<file path="config.mk">
export PLATFORM = sky130hd
export DESIGN_NAME = sha1_stream_hasher
export DESIGN_NICKNAME = d
export VERILOG_FILES = /design/src/shs_pkg.sv /design/src/shs_front.sv /design/src/shs_core.sv /design/src/sha1_stream_hasher.sv
export SDC_FILE = /design/constraint.sdc
export NUM_CORES = 2
export LEC_CHECK = 0
export BUFFER_PORTS_ARGS = -buffer_cell sky130_fd_sc_hd__buf_4
export CAP_MARGIN = 20
export CORE_ASPECT_RATIO = 0.9
export CORE_UTILIZATION = 50
export DETAILED_ROUTE_END_ITERATION = 7
export HOLD_SLACK_MARGIN = 0.05
export PLACE_DENSITY = 0.62
export SLEW_MARGIN = 5
export SYNTH_ARGS = -nofsm -noshare
export SYNTH_HDL_FRONTEND = slang
export SYNTH_SLANG_ARGS = --single-unit
</file>
<file path="constraint.sdc">
create_clock -name clock -period 40.7 [get_ports clock]
set_clock_uncertainty 0.15 [all_clocks]
set_input_delay 8.14 -clock clock [delete_from_list [all_inputs] [get_ports clock]]
set_output_delay 8.14 -clock clock [all_outputs]
set_load 0.03 [all_outputs]
</file>
<file path="src/shs_pkg.sv">
package shs_pkg;

   // Default depth of the queue between the front and the back.
   localparam int QUEUE_DEPTH_DEFAULT = 4;

   typedef logic [31:0] word_type;

   // One queued input beat, after idle beats have been dropped.
   typedef struct packed {
      logic [7:0] data_byte;
      logic       has_byte;
      logic       finish;
   } item_type;

   // Standard initial chaining value; index 0 is H0.
   localparam logic [4:0][31:0] CHAIN_IV = {
      32'hC3D2E1F0, 32'h10325476, 32'h98BADCFE, 32'hEFCDAB89, 32'h67452301
   };

   localparam word_type ROUND_K0 = 32'h5a827999;
   localparam word_type ROUND_K1 = 32'h6ed9eba1;
   localparam word_type ROUND_K2 = 32'h8f1bbcdc;
   localparam word_type ROUND_K3 = 32'hca62c1d6;

   localparam logic [7:0] PAD_MARK_BYTE   = 8'h80;
   localparam logic [5:0] BLOCK_LAST_BYTE = 6'd63;
   localparam logic [5:0] LEN_FIRST_BYTE  = 6'd56;
   localparam logic [6:0] ROUND_LAST      = 7'd79;
   localparam logic [2:0] LEN_LAST_BYTE   = 3'd7;
   localparam logic [2:0] DIGEST_LAST     = 3'd4;
   localparam logic [63:0] BITS_PER_BYTE  = 64'd8;

   // Mixing function of one round, chosen by the round number.
   function automatic word_type round_mix(input logic [6:0] rnd, input word_type b,
                                          input word_type c, input word_type d);
      word_type f;
      priority if (rnd < 7'd20) begin
         f = (b & c) | (~b & d);
      end else if (rnd < 7'd40) begin
         f = b ^ c ^ d;
      end else if (rnd < 7'd60) begin
         f = (b & c) | (b & d) | (c & d);
      end else begin
         f = b ^ c ^ d;
      end
      return f;
   endfunction

   // Additive constant of one round.
   function automatic word_type round_const(input logic [6:0] rnd);
      word_type k;
      priority if (rnd < 7'd20) begin
         k = ROUND_K0;
      end else if (rnd < 7'd40) begin
         k = ROUND_K1;
      end else if (rnd < 7'd60) begin
         k = ROUND_K2;
      end else begin
         k = ROUND_K3;
      end
      return k;
   endfunction

endpackage

</file>
<file path="src/shs_front.sv">
module shs_front #(
   parameter int DEPTH = shs_pkg::QUEUE_DEPTH_DEFAULT
) (
   input  logic              clock,
   input  logic              reset,
   input  logic              req_tvalid,
   output logic              req_tready,
   input  logic [7:0]        req_tdata,
   input  logic              req_tuser,
   input  logic              req_tlast,
   output logic              q_valid,
   output shs_pkg::item_type q_item,
   input  logic              q_pop
);

   localparam int PW = $clog2(DEPTH);
   localparam int CW = $clog2(DEPTH + 1);
   localparam logic [PW-1:0] PTR_LAST = PW'(DEPTH - 1);
   localparam logic [CW-1:0] COUNT_FULL = CW'(DEPTH);

   shs_pkg::item_type    slot_ff [DEPTH];
   logic [PW-1:0]        wr_ptr_ff, wr_ptr_in;
   logic [PW-1:0]        rd_ptr_ff, rd_ptr_in;
   logic [CW-1:0]        count_ff, count_in;
   logic                 take;
   logic                 keep;
   logic                 pop;

   // A beat with neither a byte nor a finish changes nothing, so it is dropped here.
   assign req_tready = (count_ff != COUNT_FULL);
   assign take       = req_tvalid && req_tready;
   assign keep       = take && (req_tuser || req_tlast);
   assign q_valid    = (count_ff != '0);
   assign q_item     = slot_ff[rd_ptr_ff];
   assign pop        = q_pop && q_valid;

   // Pointer and fill count updates.
   always_comb begin
      wr_ptr_in = wr_ptr_ff;
      rd_ptr_in = rd_ptr_ff;
      count_in  = count_ff;
      if (keep) begin
         wr_ptr_in = (wr_ptr_ff == PTR_LAST) ? '0 : wr_ptr_ff + 1'b1;
      end
      if (pop) begin
         rd_ptr_in = (rd_ptr_ff == PTR_LAST) ? '0 : rd_ptr_ff + 1'b1;
      end
      if (keep && !pop) begin
         count_in = count_ff + 1'b1;
      end else if (pop && !keep) begin
         count_in = count_ff - 1'b1;
      end
   end

   always_ff @(posedge clock) begin
      if (reset) begin
         wr_ptr_ff <= '0;
         rd_ptr_ff <= '0;
         count_ff  <= '0;
      end else begin
         wr_ptr_ff <= wr_ptr_in;
         rd_ptr_ff <= rd_ptr_in;
         count_ff  <= count_in;
      end
   end

   // Queue storage needs no reset.
   always_ff @(posedge clock) begin
      if (keep) begin
         slot_ff[wr_ptr_ff] <= '{data_byte: req_tdata, has_byte: req_tuser,
                                 finish: req_tlast};
      end
   end

endmodule

</file>
<file path="src/shs_core.sv">
module shs_core (
   input  logic              clock,
   input  logic              reset,
   input  logic              q_valid,
   input  shs_pkg::item_type q_item,
   output logic              q_pop,
   output logic              rsp_tvalid,
   input  logic              rsp_tready,
   output logic [31:0]       rsp_tdata,
   output logic [2:0]        rsp_tuser,
   output logic              rsp_tlast
);

   typedef enum logic [4:0] {
      ST_TAKE  = 5'b00001,
      ST_PAD   = 5'b00010,
      ST_ROUND = 5'b00100,
      ST_ADD   = 5'b01000,
      ST_EMIT  = 5'b10000
   } state_type;

   typedef enum logic [2:0] {
      PAD_MARK = 3'b001,
      PAD_ZERO = 3'b010,
      PAD_LEN  = 3'b100
   } pad_type;

   state_type         state_ff, state_in;
   pad_type           pad_ff, pad_in;
   logic [5:0]        fill_ff, fill_in;
   logic [23:0]       acc_ff, acc_in;
   shs_pkg::word_type sched_ff [16];
   shs_pkg::word_type sched_in [16];
   shs_pkg::word_type chain_ff [5];
   shs_pkg::word_type chain_in [5];
   shs_pkg::word_type a_ff, b_ff, c_ff, d_ff, e_ff;
   shs_pkg::word_type a_in, b_in, c_in, d_in, e_in;
   logic [6:0]        rnd_ff, rnd_in;
   logic [63:0]       total_ff, total_in;
   logic [63:0]       len_ff, len_in;
   logic [2:0]        len_cnt_ff, len_cnt_in;
   logic              fin_pend_ff, fin_pend_in;
   logic              done_ff, done_in;
   logic [2:0]        out_idx_ff, out_idx_in;
   logic              rsp_valid_ff, rsp_valid_in;
   shs_pkg::word_type rsp_data_ff, rsp_data_in;
   logic [2:0]        rsp_idx_ff, rsp_idx_in;
   logic              rsp_last_ff, rsp_last_in;

   logic              push_en;
   logic [7:0]        push_byte;
   logic              block_full;
   logic              len_phase;
   logic              out_load;
   logic [63:0]       total_next;
   shs_pkg::word_type w_new;
   shs_pkg::word_type temp;

   assign rsp_tvalid = rsp_valid_ff;
   assign rsp_tdata  = rsp_data_ff;
   assign rsp_tuser  = rsp_idx_ff;
   assign rsp_tlast  = rsp_last_ff;

   assign q_pop      = (state_ff == ST_TAKE) && q_valid;
   assign total_next = total_ff + (q_item.has_byte ? shs_pkg::BITS_PER_BYTE : 64'd0);
   assign len_phase  = (pad_ff == PAD_LEN) ||
                       ((pad_ff == PAD_ZERO) && (fill_ff == shs_pkg::LEN_FIRST_BYTE));
   assign out_load   = (state_ff == ST_EMIT) && (!rsp_valid_ff || rsp_tready);

   // Byte source: a message byte from the queue or a generated padding byte.
   always_comb begin
      push_en   = 1'b0;
      push_byte = q_item.data_byte;
      if (state_ff == ST_TAKE) begin
         push_en = q_valid && q_item.has_byte;
      end else if (state_ff == ST_PAD) begin
         push_en = 1'b1;
         if (pad_ff == PAD_MARK) begin
            push_byte = shs_pkg::PAD_MARK_BYTE;
         end else if (len_phase) begin
            push_byte = len_ff[63:56];
         end else begin
            push_byte = 8'h00;
         end
      end
   end

   assign block_full = push_en && (fill_ff == shs_pkg::BLOCK_LAST_BYTE);

   // Message schedule word for sixteen rounds ahead, and the round sum.
   assign w_new = {sched_ff[13][30:0] ^ sched_ff[8][30:0] ^ sched_ff[2][30:0] ^
                   sched_ff[0][30:0],
                   sched_ff[13][31] ^ sched_ff[8][31] ^ sched_ff[2][31] ^ sched_ff[0][31]};
   assign temp  = {a_ff[26:0], a_ff[31:27]} + shs_pkg::round_mix(rnd_ff, b_ff, c_ff, d_ff)
                  + e_ff + shs_pkg::round_const(rnd_ff) + sched_ff[0];

   // Next-state logic of the sequencer.
   always_comb begin
      state_in     = state_ff;
      pad_in       = pad_ff;
      fill_in      = fill_ff;
      acc_in       = acc_ff;
      sched_in     = sched_ff;
      chain_in     = chain_ff;
      a_in         = a_ff;
      b_in         = b_ff;
      c_in         = c_ff;
      d_in         = d_ff;
      e_in         = e_ff;
      rnd_in       = rnd_ff;
      total_in     = total_ff;
      len_in       = len_ff;
      len_cnt_in   = len_cnt_ff;
      fin_pend_in  = fin_pend_ff;
      done_in      = done_ff;
      out_idx_in   = out_idx_ff;
      rsp_data_in  = rsp_data_ff;
      rsp_idx_in   = rsp_idx_ff;
      rsp_last_in  = rsp_last_ff;
      rsp_valid_in = rsp_valid_ff && !rsp_tready;

      // Pack a byte big-endian; each fourth byte completes a word.
      if (push_en) begin
         acc_in  = {acc_ff[15:0], push_byte};
         fill_in = fill_ff + 1'b1;
         if (fill_ff[1:0] == 2'b11) begin
            for (int i = 0; i < 15; i++) begin
               sched_in[i] = sched_ff[i + 1];
            end
            sched_in[15] = {acc_ff, push_byte};
         end
      end

      unique case (state_ff)
         ST_TAKE: begin
            if (q_valid) begin
               total_in = total_next;
               if (q_item.finish) begin
                  fin_pend_in = 1'b1;
                  pad_in      = PAD_MARK;
                  len_in      = total_next;
                  len_cnt_in  = '0;
                  state_in    = ST_PAD;
               end
            end
         end
         ST_PAD: begin
            if (pad_ff == PAD_MARK) begin
               pad_in = PAD_ZERO;
            end else if (len_phase) begin
               pad_in     = PAD_LEN;
               len_in     = {len_ff[55:0], 8'h00};
               len_cnt_in = len_cnt_ff + 1'b1;
               if (len_cnt_ff == shs_pkg::LEN_LAST_BYTE) begin
                  done_in     = 1'b1;
                  fin_pend_in = 1'b0;
               end
            end
         end
         ST_ROUND: begin
            a_in   = temp;
            b_in   = a_ff;
            c_in   = {b_ff[1:0], b_ff[31:2]};
            d_in   = c_ff;
            e_in   = d_ff;
            rnd_in = rnd_ff + 1'b1;
            for (int i = 0; i < 15; i++) begin
               sched_in[i] = sched_ff[i + 1];
            end
            sched_in[15] = w_new;
            if (rnd_ff == shs_pkg::ROUND_LAST) begin
               state_in = ST_ADD;
            end
         end
         ST_ADD: begin
            chain_in[0] = chain_ff[0] + a_ff;
            chain_in[1] = chain_ff[1] + b_ff;
            chain_in[2] = chain_ff[2] + c_ff;
            chain_in[3] = chain_ff[3] + d_ff;
            chain_in[4] = chain_ff[4] + e_ff;
            priority if (done_ff) begin
               state_in = ST_EMIT;
            end else if (fin_pend_ff) begin
               state_in = ST_PAD;
            end else begin
               state_in = ST_TAKE;
            end
         end
         ST_EMIT: begin
            if (out_load) begin
               rsp_valid_in = 1'b1;
               rsp_data_in  = chain_ff[out_idx_ff];
               rsp_idx_in   = out_idx_ff;
               rsp_last_in  = (out_idx_ff == shs_pkg::DIGEST_LAST);
               out_idx_in   = out_idx_ff + 1'b1;
               if (out_idx_ff == shs_pkg::DIGEST_LAST) begin
                  // Digest handed over: start the next message.
                  for (int i = 0; i < 5; i++) begin
                     chain_in[i] = shs_pkg::CHAIN_IV[i];
                  end
                  total_in   = '0;
                  out_idx_in = '0;
                  done_in    = 1'b0;
                  state_in   = ST_TAKE;
               end
            end
         end
         default: begin
            state_in = ST_TAKE;
         end
      endcase

      // A full block starts the compression from the current chaining value.
      if (block_full) begin
         state_in = ST_ROUND;
         rnd_in   = '0;
         a_in     = chain_ff[0];
         b_in     = chain_ff[1];
         c_in     = chain_ff[2];
         d_in     = chain_ff[3];
         e_in     = chain_ff[4];
      end
   end

   // Control state and the chaining value, both initialised by reset.
   always_ff @(posedge clock) begin
      if (reset) begin
         state_ff     <= ST_TAKE;
         pad_ff       <= PAD_MARK;
         fill_ff      <= '0;
         rnd_ff       <= '0;
         total_ff     <= '0;
         len_cnt_ff   <= '0;
         fin_pend_ff  <= 1'b0;
         done_ff      <= 1'b0;
         out_idx_ff   <= '0;
         rsp_valid_ff <= 1'b0;
         for (int i = 0; i < 5; i++) begin
            chain_ff[i] <= shs_pkg::CHAIN_IV[i];
         end
      end else begin
         state_ff     <= state_in;
         pad_ff       <= pad_in;
         fill_ff      <= fill_in;
         rnd_ff       <= rnd_in;
         total_ff     <= total_in;
         len_cnt_ff   <= len_cnt_in;
         fin_pend_ff  <= fin_pend_in;
         done_ff      <= done_in;
         out_idx_ff   <= out_idx_in;
         rsp_valid_ff <= rsp_valid_in;
         chain_ff     <= chain_in;
      end
   end

   // Payload registers.
   always_ff @(posedge clock) begin
      acc_ff      <= acc_in;
      sched_ff    <= sched_in;
      a_ff        <= a_in;
      b_ff        <= b_in;
      c_ff        <= c_in;
      d_ff        <= d_in;
      e_ff        <= e_in;
      len_ff      <= len_in;
      rsp_data_ff <= rsp_data_in;
      rsp_idx_ff  <= rsp_idx_in;
      rsp_last_ff <= rsp_last_in;
   end

endmodule

</file>
<file path="src/sha1_stream_hasher.sv">
// SHA-1 hasher. Each req beat carries at most one message byte (tuser high) and may close
// the message (tlast high); a beat with neither is taken and ignored. Closing a message
// pads it and returns the digest as five rsp beats, H0 first, with tuser giving the word
// position and tlast marking H4; the next message then starts from the standard initial
// value. Accepted beats wait in a small queue while the back end works. The back end takes
// one byte per cycle, but none while it pads, compresses a block or emits a digest; every
// completed 64-byte block is compressed in 80 rounds of the single round unit and then
// added into the chaining value. A finish adds up to 72 padding bytes and one or two block
// compressions before the first digest word appears; the following message may enter
// while the last digest word waits in the output register.
module sha1_stream_hasher #(
   parameter int QUEUE_DEPTH = shs_pkg::QUEUE_DEPTH_DEFAULT
) (
   input  logic        clock,
   input  logic        reset,
   input  logic        req_tvalid,
   output logic        req_tready,
   input  logic [7:0]  req_tdata,   // [7:0] data_byte
   input  logic        req_tuser,   // [0] has_byte
   input  logic        req_tlast,   // finish
   output logic        rsp_tvalid,
   input  logic        rsp_tready,
   output logic [31:0] rsp_tdata,   // [31:0] digest_word
   output logic [2:0]  rsp_tuser,   // [2:0] word_index
   output logic        rsp_tlast    // last_word
);

   logic              q_valid;
   logic              q_pop;
   shs_pkg::item_type q_item;

   shs_front #(
      .DEPTH (QUEUE_DEPTH)
   ) u_front (
      .clock      (clock),
      .reset      (reset),
      .req_tvalid (req_tvalid),
      .req_tready (req_tready),
      .req_tdata  (req_tdata),
      .req_tuser  (req_tuser),
      .req_tlast  (req_tlast),
      .q_valid    (q_valid),
      .q_item     (q_item),
      .q_pop      (q_pop)
   );

   shs_core u_core (
      .clock      (clock),
      .reset      (reset),
      .q_valid    (q_valid),
      .q_item     (q_item),
      .q_pop      (q_pop),
      .rsp_tvalid (rsp_tvalid),
      .rsp_tready (rsp_tready),
      .rsp_tdata  (rsp_tdata),
      .rsp_tuser  (rsp_tuser),
      .rsp_tlast  (rsp_tlast)
   );

endmodule

</file>
== After elaboration in Yosys (flattened, before gate mapping) ==
Memories as Yosys holds them, arrays and structs flattened. A register that Yosys moved wholly into a read port is not among the register bits.
Cells that the tools add are included.
W data, S select, Z words.
Word-level totals
  RAM bits: 40
  flip-flop bits (word level): 1057
  input port bits: 14
  output and inout bits: 38
  memories: 1
  logic and storage cells: 239
Memories
  u_front.slot_ff: depth 4, width 10, rd ports 1, clocked after memory_dff 1, wr ports 1, line shs_front.sv:21  | shs_pkg::item_type slot_ff [DEPTH];
Cells by class
  $lt $le $gt $ge: 4
  add/subtract/negate cells: 18
  reduce and logical (&&, ||, !) cells: 38
  equal/unequal tests: 32
  bitwise logic cells: 18
  muxes and demuxes: 83
Operator list (number)
  $mux W512: 3
  $mux W32: 17
  $mux W64: 7
  $mux W160: 2
  $pmux W160 S2: 1
  $add A32 B32 Y32: 9
  $pmux W64 S2: 2
  $and A32 B32 Y32: 4
  $bmux W32 S3: 1
  $or A32 B32 Y32: 3
  $xor A31 B31 Y31: 3
  $add A64 B64 Y64: 1
  $xor A32 B32 Y32: 2
  $mux W3: 12
  $mux W8: 4
  $not A32 Y32: 1
  $mux W31: 1
  $mux W5: 6
  $pmux W5 S5: 1
  $reduce_and A6 Y1: 4
  $mux W1: 16
  $reduce_bool A2 Y1: 8
  $lt A7 B6 Y1 const B: 2
  $eq A6 B6 Y1 const B: 2
  other kinds (38): 81

== Logic depth before layout (Yosys ltp) ==
  depth in word-level cells: 12
  mapped depth: 28
  depth with buffers taken out: 26

== Cells and area by module ==
From an unflattened synthesis, not the netlist that was laid out.
Unflattened totals
  cells, all modules: 4706
  area, all modules: 53905.4 um^2
Modules (own cells, without submodules)
  shs_core: cells an instance 4604, instances 1, area an instance 51973.6 um^2, seq. area each 28837.7 um^2
  shs_front: cells an instance 102, instances 1, area an instance 1931.9 um^2, seq. area each 1381.3 um^2

== Worst setup path before layout ==
OpenSTA, ideal clock, no wires.
  path kind: reg2reg
  start point: register with a tool-made name
  end point: register u_core.sched_ff[0] in the netlist's numbering (enable)
  setup slack: 26.651 ns
  data required time: 36.899 ns
  clock period less this slack: 14.049 ns
  setup time: 3.651 ns
  arrival time: 10.248 ns
  cell stages (with the launch flop): 7
  cell sequence: dfxtp_1 -> buf_2 -> mux4_2 -> nand2_1 -> nand2_1 -> nand2_1 -> nand2_1
RTL lines
  end signal: assignment: line shs_core.sv:259  | sched_ff <= sched_in;
  end: declaration: line shs_core.sv:32  | shs_pkg::word_type sched_ff [16];

== Worst setup path after layout ==
  start point: input port rsp_tready
  end point: register u_core.chain_ff[154] in the netlist's numbering
On the way
  word-level cells in the longest chain between the ends: 4
RTL lines
  start: declaration: line sha1_stream_hasher.sv:22  | input logic rsp_tready,
  $logic_or A1 B1 Y1: line shs_core.sv:68  | assign out_load = (state_ff == ST_EMIT) && (!rsp_valid_ff || rsp_tready);
  $logic_and A1 B1 Y1: line shs_core.sv:68
  $ne A2 B1 Y1 (no line)
  $reduce_and A3 Y1 (no line)
  end signal: indexed assignment: line shs_core.sv:239  | chain_ff[i] <= shs_pkg::CHAIN_IV[i];
  end signal: assignment: line shs_core.sv:252  | chain_ff <= chain_in;
  end: declaration: line shs_core.sv:34  | shs_pkg::word_type chain_ff [5];
Every way passes these cells.
A chain may end at the register's enable or synchronous reset.

==> flow_metrics.py <==
metrics = {
    "power_and_ir_drop": {
        "p_comb_frac": 0.086,
        "ir_drop_mv": 0.0610,
        "p_sw_mw": 0.631,
        "p_leak_nw": 22.1,
        "intPower_mw": 1.91,
        "clkPwrFrac": 0.409,
        "p_per_area_nw_per_um2": 42.8,
        "finalPower_mw": 2.54,
        "seq_power_share": 0.504,
        "switching_share": 0.249,
    },
    "clocking": {
        "clock_sinks": 1093,
        "postCtsHoldBufs": 0,
        "clockBufferDepth": 3,
        "clkLatencyLatePin_ns": 0.75,
        "cts_buffers": 113,
        "post_cts_resized": 0,
        "cts_setup_buffers": 0,
        "clkSlewWorstSetupHoldPaths_ns": 0.06,
        "cts-root-buf": "clkbuf_16",
        "cts_tree": "done",
        "h-tree-depth": 3,
    },
    "setup_path": {
        "startpoint_type": "input port",
        "crit_arrival_ns": 10.68,
        "required_ns": 41.17,
        "path_class": "in -> reg",
        "crit_fanout": 56,
        "endpoint_kind": "flop",
    },
    "timing": {
        "slew_headroom": 0.202,
        "setup_viol": 0,
        "period_share": 0.251,
        "rsz0062_at_grt": "false",
        "worst_pin_slew_ns": 1.18,
        "max_freq_mhz": 97.9,
        "hold_viol": 0,
        "slew_viol_final": 0,
        "fin_setup_tns_ns": 0,
        "fin_crit_ns": 10.21,
        "fin_worst_hold_slack_ns": 0.259,
    },
    "synth": {
        "synth.avg_cell_area_sq_um": 11.5,
        "synth_top_area_cell": "edfxtp_1",
        "synthDistinctLibCells": 89,
        "yosysSeqAreaShare": 0.563,
        "ys.flop_type": "edfxtp_1",
        "synthArstFlopShare": 0,
        "synth_fp_nets": 5051,
        "synth_edf_count": 833,
        "synth.area.top_cells": "edfxtp_1 47%, dfxtp_1 9.7%, ha_1 5.5%, fa_1 4.7%, nand2_1 4.6%",
        "synth_common_cells": "833 x edfxtp_1, 663 x nand2_1, 389 x nor2_1",
        "netlist_area_sq_um": 53700,
        "yosysWarnings": 0,
        "synth-seq-cells": 1093,
        "synth_top_area_frac": 0.466,
        "yosysMostFrequentCell": "edfxtp_1",
        "synth_cells": 4677,
    },
    "floorplan": {
        "die_x_microns": 348,
        "start_util": 0.507,
        "ios": 52,
        "die_height_microns": 313,
        "dieArea_sq_um": 109000,
        "placement_rows": 113,
        "core_sq_um": 106000,
    },
    "placement": {
        "gp_congestion": 0.912,
        "placed_area_sq_um": 55600,
        "port_buffers": 51,
        "hpwl_mm": 90.2,
        "place_inst": 5977,
    },
    "final_layout": {
        "regArea_sq_um": 30200,
        "fin_area_sq_um": 59300,
        "n_fill_cell": 8982,
        "multi_input_area_sq_um": 22000,
        "fin_nets": 5087,
        "layout-drive-gt1-share": 0.0728,
        "num_antenna_cells": 0,
        "syn_to_final_growth_pct": 10.5,
        "instances_no_fill": 6190,
    },
    "hold_path": {
        "hold_path.class": "reg -> reg",
    },
    "routing": {
        "drtAntennaViolNets": 0,
        "drc": 0,
        "drt_wl_total_mm": 134,
        "dr.pass1.iters": 6,
        "drt-initial-drc-count": 3257,
        "wl_per_cell_microns": 21.7,
        "vias": 35619,
        "viasPerCell": 5.75,
    },
    "global_routing": {
        "grt_pass1_vias": 33844,
        "antenna_found_initial": 2,
        "grt_pass1_wl_mm": 205,
        "grt_max_degree": 198,
        "grt_overflow": 0,
        "track_usage": 0.247,
    },
    "job": {
        "cap_violations": 0,
    },
    "status": {
        "outcome": "finished, final reports clean",
    },
}
per-stage QoR:
stage                     setup WS (ns)   util
after floorplan                   26.65      -
after global placement            29.80  0.524
after detailed placement          29.79  0.525
after CTS                         30.56  0.559
after global routing              30.42  0.560
final                             30.49  0.560
worst max-delay path, cell delays in order:
cell      delay [ns]
buf_4           0.10
nand2b_1        0.17
a21oi_1         0.14
buf_4           0.27
a21o_2          0.13
buf_4           0.67
nand2b_1        0.44
buf_4           0.37
o22ai_1         0.18
a21oi_1         0.06
per-layer routing:
| metal | global-route usage | part of all wire | up-vias |
|---|---|---|---|
| met2 | 0.380 | 0.45 | 1110 |
| met3 | 0.0378 | 0.060 | 226 |
| li1 | - | - | 16784 |
| met5 | 0 | 0 | - |
| met1 | 0.360 | 0.46 | 17499 |
| met4 | 0.0782 | 0.030 | 0 |
path summary, 6_finish.rpt:
path | from | to | slack [ns] | depth (start not counted)
hold reg to reg | u_core.sched_ff[454] | u_core.sched_ff[486] | 0.26 | 0
setup reg to reg | u_core.rnd_ff[3] | u_core.a_ff[31] | 32.90 | 28
hold / removal | u_core.sched_ff[454] | u_core.sched_ff[486] | 0.26 | 0
setup / recovery | rsp_tready | u_core.chain_ff[154] | 30.49 | 10
power groups by stage:
stage | Combinational (mW) | Clock [mW] | Sequential, mW
after floorplan | 0.153 | 0 | 1.29
after global placement | 0.216 | 0 | 1.30
after detailed placement | 0.221 | 0 | 1.31
after CTS | 0.222 | 1.06 | 1.28
after global routing | 0.244 | 1.10 | 1.29
final | 0.219 | 1.04 | 1.28
final cells by class:
type                    instances  share of cell area
flip-flops and latches       1093               0.509
inverters                     251              0.0159
multi-input cells            3158               0.370
clock buffers                 150              0.0512
clock inverters                62              0.0112
well taps                    1380              0.0291
repair buffers                 96              0.0129
cell usage in the layout (no fill, tap or decap), drive strengths merged, types with 33 or more instances in the layout:
master	count
edfxtp	833
nand2	664
nor2	390
o21ai	294
dfxtp	260
inv	255
a21oi	242
ha	235
xnor2	231
clkbuf	150
fa	125
buf	95
xor2	92
nand2b	88
a21o	85
a22oi	73
o22ai	53
nor2b	52
nand3	50
nor3	45
clkinv	43
mux4	42
and3	33
flip-flops by register name, indices dropped and copies added (netlist names), 2 cells and up, named ones only:
signal,count
u_core.pad_ff,3
u_core.sched_ff,512
u_core.fill_ff,6
u_core.rnd_ff,7
u_core.len_cnt_ff,3
u_core.state_ff,5
u_core.acc_ff,24
u_core.a_ff,32
u_front.wr_ptr_ff,2
u_core.len_ff,61
u_core.b_ff,32
u_core.e_ff,32
u_front.rd_ptr_ff,2
u_core.c_ff,32
u_front.count_ff,3
u_core.d_ff,32
u_core.rsp_tuser,3
u_core.rsp_tdata,32
u_core.chain_ff,160
u_front.slot_ff,40
u_core.total_ff,61
u_core.out_idx_ff,3
cells by family after synthesis:
logic type                 synth area share
AOI/OAI and AO/OA                     0.114
xor gates and xnor gates             0.0527
adders and majority gates             0.101
buffers and inverters                0.0301
DFF                                   0.563
muxes                                0.0211
and+or+nand+nor                       0.118
Power figures use the tool's default switching activity.
